===== config.mk =====
export PLATFORM = sky130hd
export DESIGN_NAME = knn_sorted_topk_insert_top_flat
export DESIGN_NICKNAME = d
export VERILOG_FILES = /design/src/knn_pkg.sv /design/src/knn_if.sv /design/src/knn_dist.sv /design/src/knn_cell.sv /design/src/knn_sorted_topk_insert_top.sv /design/src/flat_wrapper.sv
export SDC_FILE = /design/constraint.sdc
export NUM_CORES = 2
export LEC_CHECK = 0
export BUFFER_PORTS_ARGS = -buffer_cell sky130_fd_sc_hd__buf_2
export CAP_MARGIN = 10
export CORE_UTILIZATION = 60
export DETAILED_ROUTE_END_ITERATION = 6
export PLACE_DENSITY = 0.74
export REMOVE_ABC_BUFFERS = 1
export SLEW_MARGIN = 10
export SYNTH_ARGS = -nofsm -noshare
export SYNTH_HDL_FRONTEND = slang
export SYNTH_SLANG_ARGS = --single-unit

===== constraint.sdc =====
create_clock -name clk -period 8.3 [get_ports clk]
set_clock_uncertainty 0.05 [all_clocks]
set_input_delay 0.415 -clock clk [delete_from_list [all_inputs] [get_ports clk]]
set_output_delay 0.415 -clock clk [all_outputs]
set_load 0.01 [all_outputs]

===== src/knn_pkg.sv =====
`default_nettype none

package knn_pkg;

	localparam int MAX_K          = 16;
	localparam int COORD_BITS     = 16;
	localparam int INDEX_BITS     = 20;

	localparam int DIST_OUT_BITS  = 34;
	localparam int RANK_BITS      = 4;
	localparam int QCOORD_BITS    = 16;
	localparam int QINDEX_BITS    = 20;
	localparam int K_CFG_BITS     = 5;
	localparam int CFG_DATA_BITS  = 20;
	localparam int CFG_INDEX_BITS = 3;

	typedef enum logic [CFG_INDEX_BITS-1:0] {
		CFG_QUERY_X     = 3'd0,
		CFG_QUERY_Y     = 3'd1,
		CFG_QUERY_Z     = 3'd2,
		CFG_QUERY_INDEX = 3'd3,
		CFG_SKIP_SELF   = 3'd4,
		CFG_K_USED      = 3'd5
	} cfg_reg_t;

	// Flags that travel with a candidate down the distance pipeline.
	typedef struct packed {
		logic valid;
		logic ins;
		logic clr;
		logic emit;
	} knn_ctl_t;

endpackage

`default_nettype wire


===== src/knn_if.sv =====
`default_nettype none

interface knn_cand_if #(
	parameter int COORD_BITS = knn_pkg::COORD_BITS,
	parameter int INDEX_BITS = knn_pkg::INDEX_BITS
) ();
	logic                  valid;
	logic                  ready;
	logic [COORD_BITS-1:0] cand_x;
	logic [COORD_BITS-1:0] cand_y;
	logic [COORD_BITS-1:0] cand_z;
	logic [INDEX_BITS-1:0] cand_index;
	logic                  clear_first;
	logic                  last_candidate;

	modport source (
		output valid, cand_x, cand_y, cand_z, cand_index, clear_first, last_candidate,
		input  ready
	);
	modport sink (
		input  valid, cand_x, cand_y, cand_z, cand_index, clear_first, last_candidate,
		output ready
	);
endinterface

interface knn_nbr_if #(
	parameter int INDEX_BITS = knn_pkg::INDEX_BITS
) ();
	logic                               valid;
	logic                               ready;
	logic [knn_pkg::RANK_BITS-1:0]      rank;
	logic [knn_pkg::DIST_OUT_BITS-1:0]  distance_sq;
	logic [INDEX_BITS-1:0]              neighbor_index;
	logic                               entry_valid;
	logic                               last;

	modport source (
		output valid, rank, distance_sq, neighbor_index, entry_valid, last,
		input  ready
	);
	modport sink (
		input  valid, rank, distance_sq, neighbor_index, entry_valid, last,
		output ready
	);
endinterface

`default_nettype wire


===== src/knn_dist.sv =====
`default_nettype none

module knn_dist #(
	parameter int COORD_BITS = knn_pkg::COORD_BITS,
	parameter int INDEX_BITS = knn_pkg::INDEX_BITS,
	parameter int DIST_BITS  = 2 * COORD_BITS + 2
) (
	input  wire                   clk,
	input  wire                   arst_n,
	input  knn_pkg::knn_ctl_t     in_ctl,
	input  wire  [COORD_BITS-1:0] cx,
	input  wire  [COORD_BITS-1:0] cy,
	input  wire  [COORD_BITS-1:0] cz,
	input  wire  [INDEX_BITS-1:0] cidx,
	input  wire  [COORD_BITS-1:0] qx,
	input  wire  [COORD_BITS-1:0] qy,
	input  wire  [COORD_BITS-1:0] qz,
	output knn_pkg::knn_ctl_t     out_ctl,
	output logic [DIST_BITS-1:0]  out_dist,
	output logic [INDEX_BITS-1:0] out_idx
);

	localparam int SQ_BITS = 2 * COORD_BITS;

	knn_pkg::knn_ctl_t     ctl_s1, ctl_s2, ctl_s3;
	logic [COORD_BITS-1:0] dx_s1, dy_s1, dz_s1;
	logic [INDEX_BITS-1:0] idx_s1, idx_s2, idx_s3;
	logic [SQ_BITS-1:0]    sqx_s2, sqy_s2, sqz_s2;
	logic [DIST_BITS-1:0]  dist_s3;

	always_ff @(posedge clk or negedge arst_n) begin
		if (!arst_n) begin
			ctl_s1 <= '0;
			ctl_s2 <= '0;
			ctl_s3 <= '0;
		end else begin
			ctl_s1 <= in_ctl;
			ctl_s2 <= ctl_s1;
			ctl_s3 <= ctl_s2;
		end
	end

	always_ff @(posedge clk) begin
		dx_s1   <= (cx >= qx) ? cx - qx : qx - cx;
		dy_s1   <= (cy >= qy) ? cy - qy : qy - cy;
		dz_s1   <= (cz >= qz) ? cz - qz : qz - cz;
		idx_s1  <= cidx;
		sqx_s2  <= SQ_BITS'(dx_s1) * SQ_BITS'(dx_s1);
		sqy_s2  <= SQ_BITS'(dy_s1) * SQ_BITS'(dy_s1);
		sqz_s2  <= SQ_BITS'(dz_s1) * SQ_BITS'(dz_s1);
		idx_s2  <= idx_s1;
		dist_s3 <= DIST_BITS'(sqx_s2) + DIST_BITS'(sqy_s2) + DIST_BITS'(sqz_s2);
		idx_s3  <= idx_s2;
	end

	assign out_ctl  = ctl_s3;
	assign out_dist = dist_s3;
	assign out_idx  = idx_s3;

endmodule

`default_nettype wire


===== src/knn_cell.sv =====
`default_nettype none

module knn_cell #(
	parameter int DIST_BITS  = 2 * knn_pkg::COORD_BITS + 2,
	parameter int INDEX_BITS = knn_pkg::INDEX_BITS
) (
	input  wire                   clk,
	input  wire                   arst_n,
	input  knn_pkg::knn_ctl_t     ctl,
	input  wire                   in_range,
	input  wire  [DIST_BITS-1:0]  new_dist,
	input  wire  [INDEX_BITS-1:0] new_idx,
	input  wire                   left_g,
	input  wire  [DIST_BITS-1:0]  left_dist,
	input  wire  [INDEX_BITS-1:0] left_idx,
	input  wire                   left_valid,
	output logic                  g,
	output logic [DIST_BITS-1:0]  ent_dist,
	output logic [INDEX_BITS-1:0] idx,
	output logic                  valid
);

	logic                  valid_q;
	logic [DIST_BITS-1:0]  dist_q;
	logic [INDEX_BITS-1:0] idx_q;
	logic                  ins;
	logic                  clr;

	assign ins = ctl.valid && ctl.ins && in_range;
	assign clr = ctl.valid && ctl.clr;

	// The candidate goes in front of this entry. A clear in the same beat
	// empties the entry first, and an equal distance stays behind it.
	assign g = clr || !valid_q || (dist_q > new_dist);

	always_ff @(posedge clk or negedge arst_n) begin
		if (!arst_n) begin
			valid_q <= 1'b0;
		end else begin
			if (ins) begin
				priority if (left_g) begin
					valid_q <= left_valid;
				end else if (g) begin
					valid_q <= 1'b1;
				end else begin
					valid_q <= valid_q && !clr;
				end
			end else if (clr) begin
				valid_q <= 1'b0;
			end
		end
	end

	always_ff @(posedge clk) begin
		if (ins) begin
			priority if (left_g) begin
				dist_q <= left_dist;
				idx_q  <= left_idx;
			end else if (g) begin
				dist_q <= new_dist;
				idx_q  <= new_idx;
			end else begin
				dist_q <= dist_q;
				idx_q  <= idx_q;
			end
		end
	end

	assign ent_dist = dist_q;
	assign idx      = idx_q;
	// The right neighbor sees this entry as it stands after a clear.
	assign valid    = valid_q && !clr;

endmodule

`default_nettype wire


===== src/knn_sorted_topk_insert_top.sv =====
`default_nettype none

// Sorted k-nearest list for one query point. A candidate beat is taken in
// every cycle while no emission is pending; it passes through the distance
// pipeline (absolute differences, squares, sum) and is then inserted by the
// row of MAX_K cells, each of which compares its own entry with the new
// distance and either keeps it, takes the new one or takes its left
// neighbor's. A beat with last_candidate set closes the input from its
// acceptance until the last of the k result beats is loaded into the output
// register; the list is read out at one entry per cycle while the output is
// not stalled. Reset empties the list at once; there is no clearing pass.
module knn_sorted_topk_insert_top #(
	parameter int MAX_K      = knn_pkg::MAX_K,
	parameter int COORD_BITS = knn_pkg::COORD_BITS,
	parameter int INDEX_BITS = knn_pkg::INDEX_BITS
) (
	input  wire                                  clk,
	input  wire                                  arst_n,
	input  wire                                  cfg_we,
	input  wire  [knn_pkg::CFG_INDEX_BITS-1:0]   cfg_index,
	input  wire  [knn_pkg::CFG_DATA_BITS-1:0]    cfg_data,
	knn_cand_if.sink                             cand,
	knn_nbr_if.source                            nbr
);

	localparam int DIST_BITS = 2 * COORD_BITS + 2;
	localparam int IW        = (MAX_K > 1) ? $clog2(MAX_K) : 1;
	localparam int KW        = $clog2(MAX_K + 1);
	localparam int QC        = knn_pkg::QCOORD_BITS;
	localparam int QI        = knn_pkg::QINDEX_BITS;
	localparam int KC        = knn_pkg::K_CFG_BITS;
	localparam int RB        = knn_pkg::RANK_BITS;
	localparam int DO        = knn_pkg::DIST_OUT_BITS;

	logic [QC-1:0] query_x_q, query_y_q, query_z_q;
	logic [QI-1:0] query_index_q;
	logic          skip_self_q;
	logic [KC-1:0] k_used_q;

	always_ff @(posedge clk or negedge arst_n) begin
		if (!arst_n) begin
			query_x_q     <= '0;
			query_y_q     <= '0;
			query_z_q     <= '0;
			query_index_q <= '0;
			skip_self_q   <= 1'b0;
			k_used_q      <= KC'(1);
		end else if (cfg_we) begin
			unique case (cfg_index)
				knn_pkg::CFG_QUERY_X:     query_x_q     <= QC'(cfg_data);
				knn_pkg::CFG_QUERY_Y:     query_y_q     <= QC'(cfg_data);
				knn_pkg::CFG_QUERY_Z:     query_z_q     <= QC'(cfg_data);
				knn_pkg::CFG_QUERY_INDEX: query_index_q <= QI'(cfg_data);
				knn_pkg::CFG_SKIP_SELF:   skip_self_q   <= cfg_data[0];
				knn_pkg::CFG_K_USED:      k_used_q      <= KC'(cfg_data);
				default: ;
			endcase
		end
	end

	logic [KW-1:0] k_act;

	always_comb begin
		priority if (k_used_q == '0) begin
			k_act = KW'(1);
		end else if (int'(k_used_q) > MAX_K) begin
			k_act = KW'(MAX_K);
		end else begin
			k_act = KW'(k_used_q);
		end
	end

	// Input side.
	logic              busy_q;
	logic              in_acc;
	logic              skip;
	knn_pkg::knn_ctl_t in_ctl;

	assign cand.ready = !busy_q;
	assign in_acc     = cand.valid && cand.ready;
	assign skip       = skip_self_q && (cand.cand_index == INDEX_BITS'(query_index_q));

	always_comb begin
		in_ctl.valid = in_acc;
		in_ctl.ins   = !skip;
		in_ctl.clr   = cand.clear_first;
		in_ctl.emit  = cand.last_candidate;
	end

	knn_pkg::knn_ctl_t      d_ctl;
	logic [DIST_BITS-1:0]   d_dist;
	logic [INDEX_BITS-1:0]  d_idx;

	knn_dist #(
		.COORD_BITS (COORD_BITS),
		.INDEX_BITS (INDEX_BITS),
		.DIST_BITS  (DIST_BITS)
	) u_dist (
		.clk      (clk),
		.arst_n   (arst_n),
		.in_ctl   (in_ctl),
		.cx       (cand.cand_x),
		.cy       (cand.cand_y),
		.cz       (cand.cand_z),
		.cidx     (cand.cand_index),
		.qx       (COORD_BITS'(query_x_q)),
		.qy       (COORD_BITS'(query_y_q)),
		.qz       (COORD_BITS'(query_z_q)),
		.out_ctl  (d_ctl),
		.out_dist (d_dist),
		.out_idx  (d_idx)
	);

	// Row of cells, position 0 nearest.
	logic                  cell_g     [MAX_K];
	logic [DIST_BITS-1:0]  cell_dist  [MAX_K];
	logic [INDEX_BITS-1:0] cell_idx   [MAX_K];
	logic                  cell_valid [MAX_K];

	for (genvar i = 0; i < MAX_K; i++) begin : g_cell
		logic                  lg;
		logic [DIST_BITS-1:0]  ld;
		logic [INDEX_BITS-1:0] li;
		logic                  lv;

		if (i == 0) begin : g_head
			assign lg = 1'b0;
			assign ld = '0;
			assign li = '0;
			assign lv = 1'b0;
		end else begin : g_body
			assign lg = cell_g[i-1];
			assign ld = cell_dist[i-1];
			assign li = cell_idx[i-1];
			assign lv = cell_valid[i-1];
		end

		knn_cell #(
			.DIST_BITS  (DIST_BITS),
			.INDEX_BITS (INDEX_BITS)
		) u_cell (
			.clk        (clk),
			.arst_n     (arst_n),
			.ctl        (d_ctl),
			.in_range   (KW'(i) < k_act),
			.new_dist   (d_dist),
			.new_idx    (d_idx),
			.left_g     (lg),
			.left_dist  (ld),
			.left_idx   (li),
			.left_valid (lv),
			.g          (cell_g[i]),
			.ent_dist   (cell_dist[i]),
			.idx        (cell_idx[i]),
			.valid      (cell_valid[i])
		);
	end

	// Read-out of the list and output register.
	logic                  emit_on_q;
	logic [IW-1:0]         emit_cnt_q;
	logic                  load;
	logic                  at_end;
	logic                  out_valid_q;
	logic [RB-1:0]         rank_q;
	logic [DO-1:0]         dist_q;
	logic [INDEX_BITS-1:0] nidx_q;
	logic                  evalid_q;
	logic                  last_q;

	assign load   = emit_on_q && (!out_valid_q || nbr.ready);
	assign at_end = KW'(emit_cnt_q) == (k_act - KW'(1));

	always_ff @(posedge clk or negedge arst_n) begin
		if (!arst_n) begin
			busy_q      <= 1'b0;
			emit_on_q   <= 1'b0;
			emit_cnt_q  <= '0;
			out_valid_q <= 1'b0;
		end else begin
			if (in_acc && cand.last_candidate) begin
				busy_q <= 1'b1;
			end
			if (d_ctl.valid && d_ctl.emit) begin
				emit_on_q  <= 1'b1;
				emit_cnt_q <= '0;
			end else if (load) begin
				if (at_end) begin
					emit_on_q <= 1'b0;
					busy_q    <= 1'b0;
				end else begin
					emit_cnt_q <= emit_cnt_q + IW'(1);
				end
			end
			if (load) begin
				out_valid_q <= 1'b1;
			end else if (nbr.ready) begin
				out_valid_q <= 1'b0;
			end
		end
	end

	always_ff @(posedge clk) begin
		if (load) begin
			rank_q   <= RB'(emit_cnt_q);
			evalid_q <= cell_valid[emit_cnt_q];
			dist_q   <= cell_valid[emit_cnt_q] ? DO'(cell_dist[emit_cnt_q]) : '0;
			nidx_q   <= cell_valid[emit_cnt_q] ? cell_idx[emit_cnt_q] : '0;
			last_q   <= at_end;
		end
	end

	assign nbr.valid          = out_valid_q;
	assign nbr.rank           = rank_q;
	assign nbr.distance_sq    = dist_q;
	assign nbr.neighbor_index = nidx_q;
	assign nbr.entry_valid    = evalid_q;
	assign nbr.last           = last_q;

endmodule

`default_nettype wire


===== src/flat_wrapper.sv =====
// flat-port wrapper written by rule: the top's interface ports become plain ports
module knn_sorted_topk_insert_top_flat 
#(
	parameter int MAX_K      = knn_pkg::MAX_K,
	parameter int COORD_BITS = knn_pkg::COORD_BITS,
	parameter int INDEX_BITS = knn_pkg::INDEX_BITS
)
  (clk, arst_n, cfg_we, cfg_index, cfg_data, cand_valid, cand_cand_x, cand_cand_y, cand_cand_z, cand_cand_index, cand_clear_first, cand_last_candidate, cand_ready, nbr_valid, nbr_rank, nbr_distance_sq, nbr_neighbor_index, nbr_entry_valid, nbr_last, nbr_ready);
  knn_cand_if #(.COORD_BITS(COORD_BITS), .INDEX_BITS(INDEX_BITS)) cand_i ();
  knn_nbr_if #(.INDEX_BITS(INDEX_BITS)) nbr_i ();
  input  wire clk;
  input  wire arst_n;
  input  wire cfg_we;
  input  wire  [knn_pkg::CFG_INDEX_BITS-1:0] cfg_index;
  input  wire  [knn_pkg::CFG_DATA_BITS-1:0] cfg_data;
  input wire logic [$bits(cand_i.valid)-1:0] cand_valid;
  input wire logic [$bits(cand_i.cand_x)-1:0] cand_cand_x;
  input wire logic [$bits(cand_i.cand_y)-1:0] cand_cand_y;
  input wire logic [$bits(cand_i.cand_z)-1:0] cand_cand_z;
  input wire logic [$bits(cand_i.cand_index)-1:0] cand_cand_index;
  input wire logic [$bits(cand_i.clear_first)-1:0] cand_clear_first;
  input wire logic [$bits(cand_i.last_candidate)-1:0] cand_last_candidate;
  output wire logic [$bits(cand_i.ready)-1:0] cand_ready;
  output wire logic [$bits(nbr_i.valid)-1:0] nbr_valid;
  output wire logic [$bits(nbr_i.rank)-1:0] nbr_rank;
  output wire logic [$bits(nbr_i.distance_sq)-1:0] nbr_distance_sq;
  output wire logic [$bits(nbr_i.neighbor_index)-1:0] nbr_neighbor_index;
  output wire logic [$bits(nbr_i.entry_valid)-1:0] nbr_entry_valid;
  output wire logic [$bits(nbr_i.last)-1:0] nbr_last;
  input wire logic [$bits(nbr_i.ready)-1:0] nbr_ready;
  assign cand_i.valid = cand_valid;
  assign cand_i.cand_x = cand_cand_x;
  assign cand_i.cand_y = cand_cand_y;
  assign cand_i.cand_z = cand_cand_z;
  assign cand_i.cand_index = cand_cand_index;
  assign cand_i.clear_first = cand_clear_first;
  assign cand_i.last_candidate = cand_last_candidate;
  assign cand_ready = cand_i.ready;
  assign nbr_valid = nbr_i.valid;
  assign nbr_rank = nbr_i.rank;
  assign nbr_distance_sq = nbr_i.distance_sq;
  assign nbr_neighbor_index = nbr_i.neighbor_index;
  assign nbr_entry_valid = nbr_i.entry_valid;
  assign nbr_last = nbr_i.last;
  assign nbr_i.ready = nbr_ready;
  knn_sorted_topk_insert_top #(.MAX_K(MAX_K), .COORD_BITS(COORD_BITS), .INDEX_BITS(INDEX_BITS)) u_core (.clk(clk), .arst_n(arst_n), .cfg_we(cfg_we), .cfg_index(cfg_index), .cfg_data(cfg_data), .cand(cand_i), .nbr(nbr_i));
endmodule

==> impl_metrics.csv <==
group,metric,value,unit
clock_network,cts_buffers,140,
synth,synth_area,93700,sq um
die,io_pins,160,
final_layout,nNetsFinal,9371,
worst_setup_path,critPathRequiredTime,8.97,ns
sta,finalHoldViolations,0,
final_layout,drive_gt1_share,21.2,%
sta,period_share,85.4,%
detailed_routing,wire_per_inst,27.9,microns
die,die-area,158000,sq um
grt,grt_pass1_vias,64700,
grt,track_usage,35.2,%
detailed_routing,drt_iter0_drc,6893,
grt,gr-total-overflow,0,
worst_setup_path,path_max_fanout,13,
detailed_routing,vias,64400,
sta,worst_pin_slew,1.29,ns
sta,setup_viol,0,
clock_network,clock-sinks,1268,
grt,grt_pass1_wl,411,mm
placed_design,postPlaceCellArea,96700,sq um
worst_setup_path,reg2reg_to,"u_core.u_dist.sqz_s2[31]",
placed_design,dpl.hpwl,196,mm
final_layout,area_growth,8.91,%
worst_setup_path,reg2reg_from,"u_core.u_dist.dz_s1[8]",
min_path,holdPathStages,3,
detailed_routing,drtAntennaViolNets,0,
sta,rsz0062_at_grt,"no",
worst_setup_path,crit_arrival,7.76,ns
synth,synth_edf_count,924,
worst_setup_path,worstSetupEndpointType,"flop",
min_path,hold_path_class,"input pin to flop",
synth,synth.distinct_cells,87,
die,fp.dieW,397,microns
final_layout,fillers,11300,
grt,grt_max_degree,149,
synth,synthArstFlopShare,8.60,%
synth,ys_ff_latch,1268,
synth,syn_inst,7670,
final_layout,register_area,35200,sq um
final_layout,finalInstanceArea,102000,sq um
placed_design,port-buffer-count,159,
outcome,status,"finished clean",
synth,synth.yosys.seq_area_share,37.5,%
min_path,min_to,"u_core.query_y_q[3]",
clock_network,htree_num_levels,4,
worst_setup_path,r2r_cells,24,
synth,synth_ff_type,"edfxtp_1",
final_layout,final_cell_mix,"ha_1 (971), inv_1 (949), edfxtp_1 (924), mux2_2 (808), fa_1 (526)",
synth,ys.warnings.count,0,
detailed_routing,drc,0,
worst_setup_path,path_class,"flop to flop",
placed_design,gp_congestion,0.977,
detailed_routing,wirelength,277,mm
worst_setup_path,reg2reg_slack,1.22,ns
detailed_routing,dr.pass1.iters,7,
die,fp-row-count,144,
clock_network,cts_buffer_depth,3,
sta,relSlewSlack,12.8,%
final_layout,layout_commonest_cell,"ha_1",
die,core_region_area,155000,sq um
sta,period_needed,7.08,ns
min_path,hold_path_startpoint,"cfg_data[3]",
flow_run,max-cap-violations,0,
sta,max_freq,0.141,GHz
grt,grt_antenna_before_repair,13,
sta,drv_slew,0,
detailed_routing,vias_per_cell,6.47,
clock_network,cts_tree,"done",
clock_network,insertion_delay,0.83,ns
synth,post_synth.cell_area_avg,12.2,sq um
die,start_util,60.6,%
worst_setup_path,cp-start-kind,"flop",
clock_network,cts_root_buffer,"clkbuf_16",
final_layout,multiInputGateArea,53900,sq um
clock_network,clkTransAtPathRegs,0.06,ns
die,die_h,397,microns
==> synth_stat cells (65+ instances only) <==
library cell / n / area, sq um
a21o_1: 274 / 2060
nand2_1: 402 / 1510
nor2_1: 195 / 732
ha_1: 971 / 12100
o21ai_0: 205 / 1030
clkbuf_1: 217 / 815
edfxtp_1: 924 / 27700
fa_1: 526 / 10500
nand4_1: 142 / 888
mux2_2: 808 / 9100
buf_2: 70 / 350
a21oi_1: 311 / 1560
nor2b_1: 85 / 532
xnor2_1: 132 / 1160
and3_1: 65 / 407
mux4_2: 275 / 6190
and2_1: 134 / 838
inv_1: 949 / 3560
dfrtp_1: 108 / 2700
dfxtp_1: 235 / 4700
==> layout make-up <==
type	instances	share of cell area, %
Antenna cell	8	0.0196
Clock buffer	171	3.62
Clock inverter	85	1.13
Inverter	949	3.49
Multi-Input combinational cell	5131	52.8
Sequential cell	1268	34.5
Tap cell	2044	2.51
Timing Repair Buffer	286	1.92
==> worst max path at each step <==
stage	end	startpoint	slack, ns
finish	u_core.u_dist.sqz_s2[31]	u_core.u_dist.dz_s1[8]	1.22
global route	u_core.u_dist.sqz_s2[30]	u_core.u_dist.dz_s1[8]	0.88
CTS	u_core.u_dist.sqz_s2[31]	u_core.u_dist.dz_s1[3]	1.31
detailed placement	u_core.u_dist.sqz_s2[31]	u_core.u_dist.dz_s1[3]	1.38
global placement	u_core.u_dist.sqz_s2[31]	u_core.u_dist.dz_s1[3]	1.45
floorplan	u_core.g_cell[1].u_cell.ent_dist[0]	u_core.u_dist.out_dist[27]	-4.69
==> routing by layer <==
metal / global-route usage [%] / share of wire, % / vias up
met5: 0 / 0.011 / -
met4: 18.6 / 6.1 / 4
met3: 6.03 / 9.0 / 751
met2: 57.3 / 48 / 3401
met1: 45.1 / 37 / 32500
li1: - / - / 27700
==> worst max-delay path, stage by stage (launching register included) <==
cell and delay (ns):
dfxtp_1 0.71, inv_1 0.24, nor2_1 0.28, inv_1 0.10, fa_1 0.45, fa_1 0.49
inv_1 0.04, ha_1 0.31, fa_1 0.51, fa_1 0.55, inv_1 0.06, fa_1 0.57
inv_1 0.05, ha_1 0.35, a21o_1 0.18, a21oi_1 0.20, nand2_1 0.11, o32a_1 0.36
a31oi_1 0.33, o211ai_1 0.15, a21oi_1 0.28, o21ai_1 0.15, a21o_1 0.19, a21oi_1 0.17
xnor2_1 0.13
==> logic make-up (layout without fill, tap and decap cells) <==
family                     after synthesis  after routing  synth area share [%]
and+or+nand+nor                       1240           1240                  6.67
adders and majority gates             1497           1497                  24.2
DFF                                   1268           1268                  37.5
buffers and inverters                 1273           1491                  5.31
muxes                                 1162           1162                  17.4
xor gates and xnor gates               196            196                  1.83
other                                    1             11               0.00400
AOI/OAI and AO/OA                     1033           1033                  7.06
==> state kept, by name, summed over array words and instances, names as in the netlist, 5 cells and up <==
name                           flops
u_core.g_cell.u_cell.idx         320
u_core.query_y_q                  16
u_core.query_z_q                  16
u_core.g_cell.u_cell.valid_q      16
u_core.nbr.distance_sq            34
u_core.k_used_q                    5
u_core.query_x_q                  16
u_core.u_dist.sqy_s2              31
u_core.u_dist.sqx_s2              31
u_core.u_dist.dx_s1               16
u_core.u_dist.dz_s1               16
u_core.u_dist.dy_s1               16
u_core.nbr.neighbor_index         20
u_core.u_dist.out_idx             20
u_core.u_dist.idx_s1              20
u_core.u_dist.out_dist            34
u_core.u_dist.idx_s2              20
u_core.query_index_q              20
u_core.u_dist.sqz_s2              31
u_core.g_cell.u_cell.ent_dist    544
==> what timing repair did <==
item / CTS / global route
setup endpoints to repair: 0 / 0
hold buffers: 47 / 1
buffers inserted: 0 / 0
gates resized for setup: 0 / 0
hold endpoints to repair: 120 / 1
==> per-stage QoR <==
step	setup TNS, ns	instances	hold WS [ns]	utilization (%)	worst slack, ns
final	0	9942	0.0274	66.0	1.22
after global routing	0	9934	0.0369	66.0	0.881
after CTS	0	9933	0.00286	66.0	1.31
after detailed placement	0	9630	0.262	62.5	1.38
after global placement	0	9630	0.260	62.5	1.45
after floorplan	-1285.89	7348	0.0694	-	-4.69
Power is left out: the tool's default activity adds up to more than one toggle a clock period on the data nets, which glitch-free logic cannot reach.
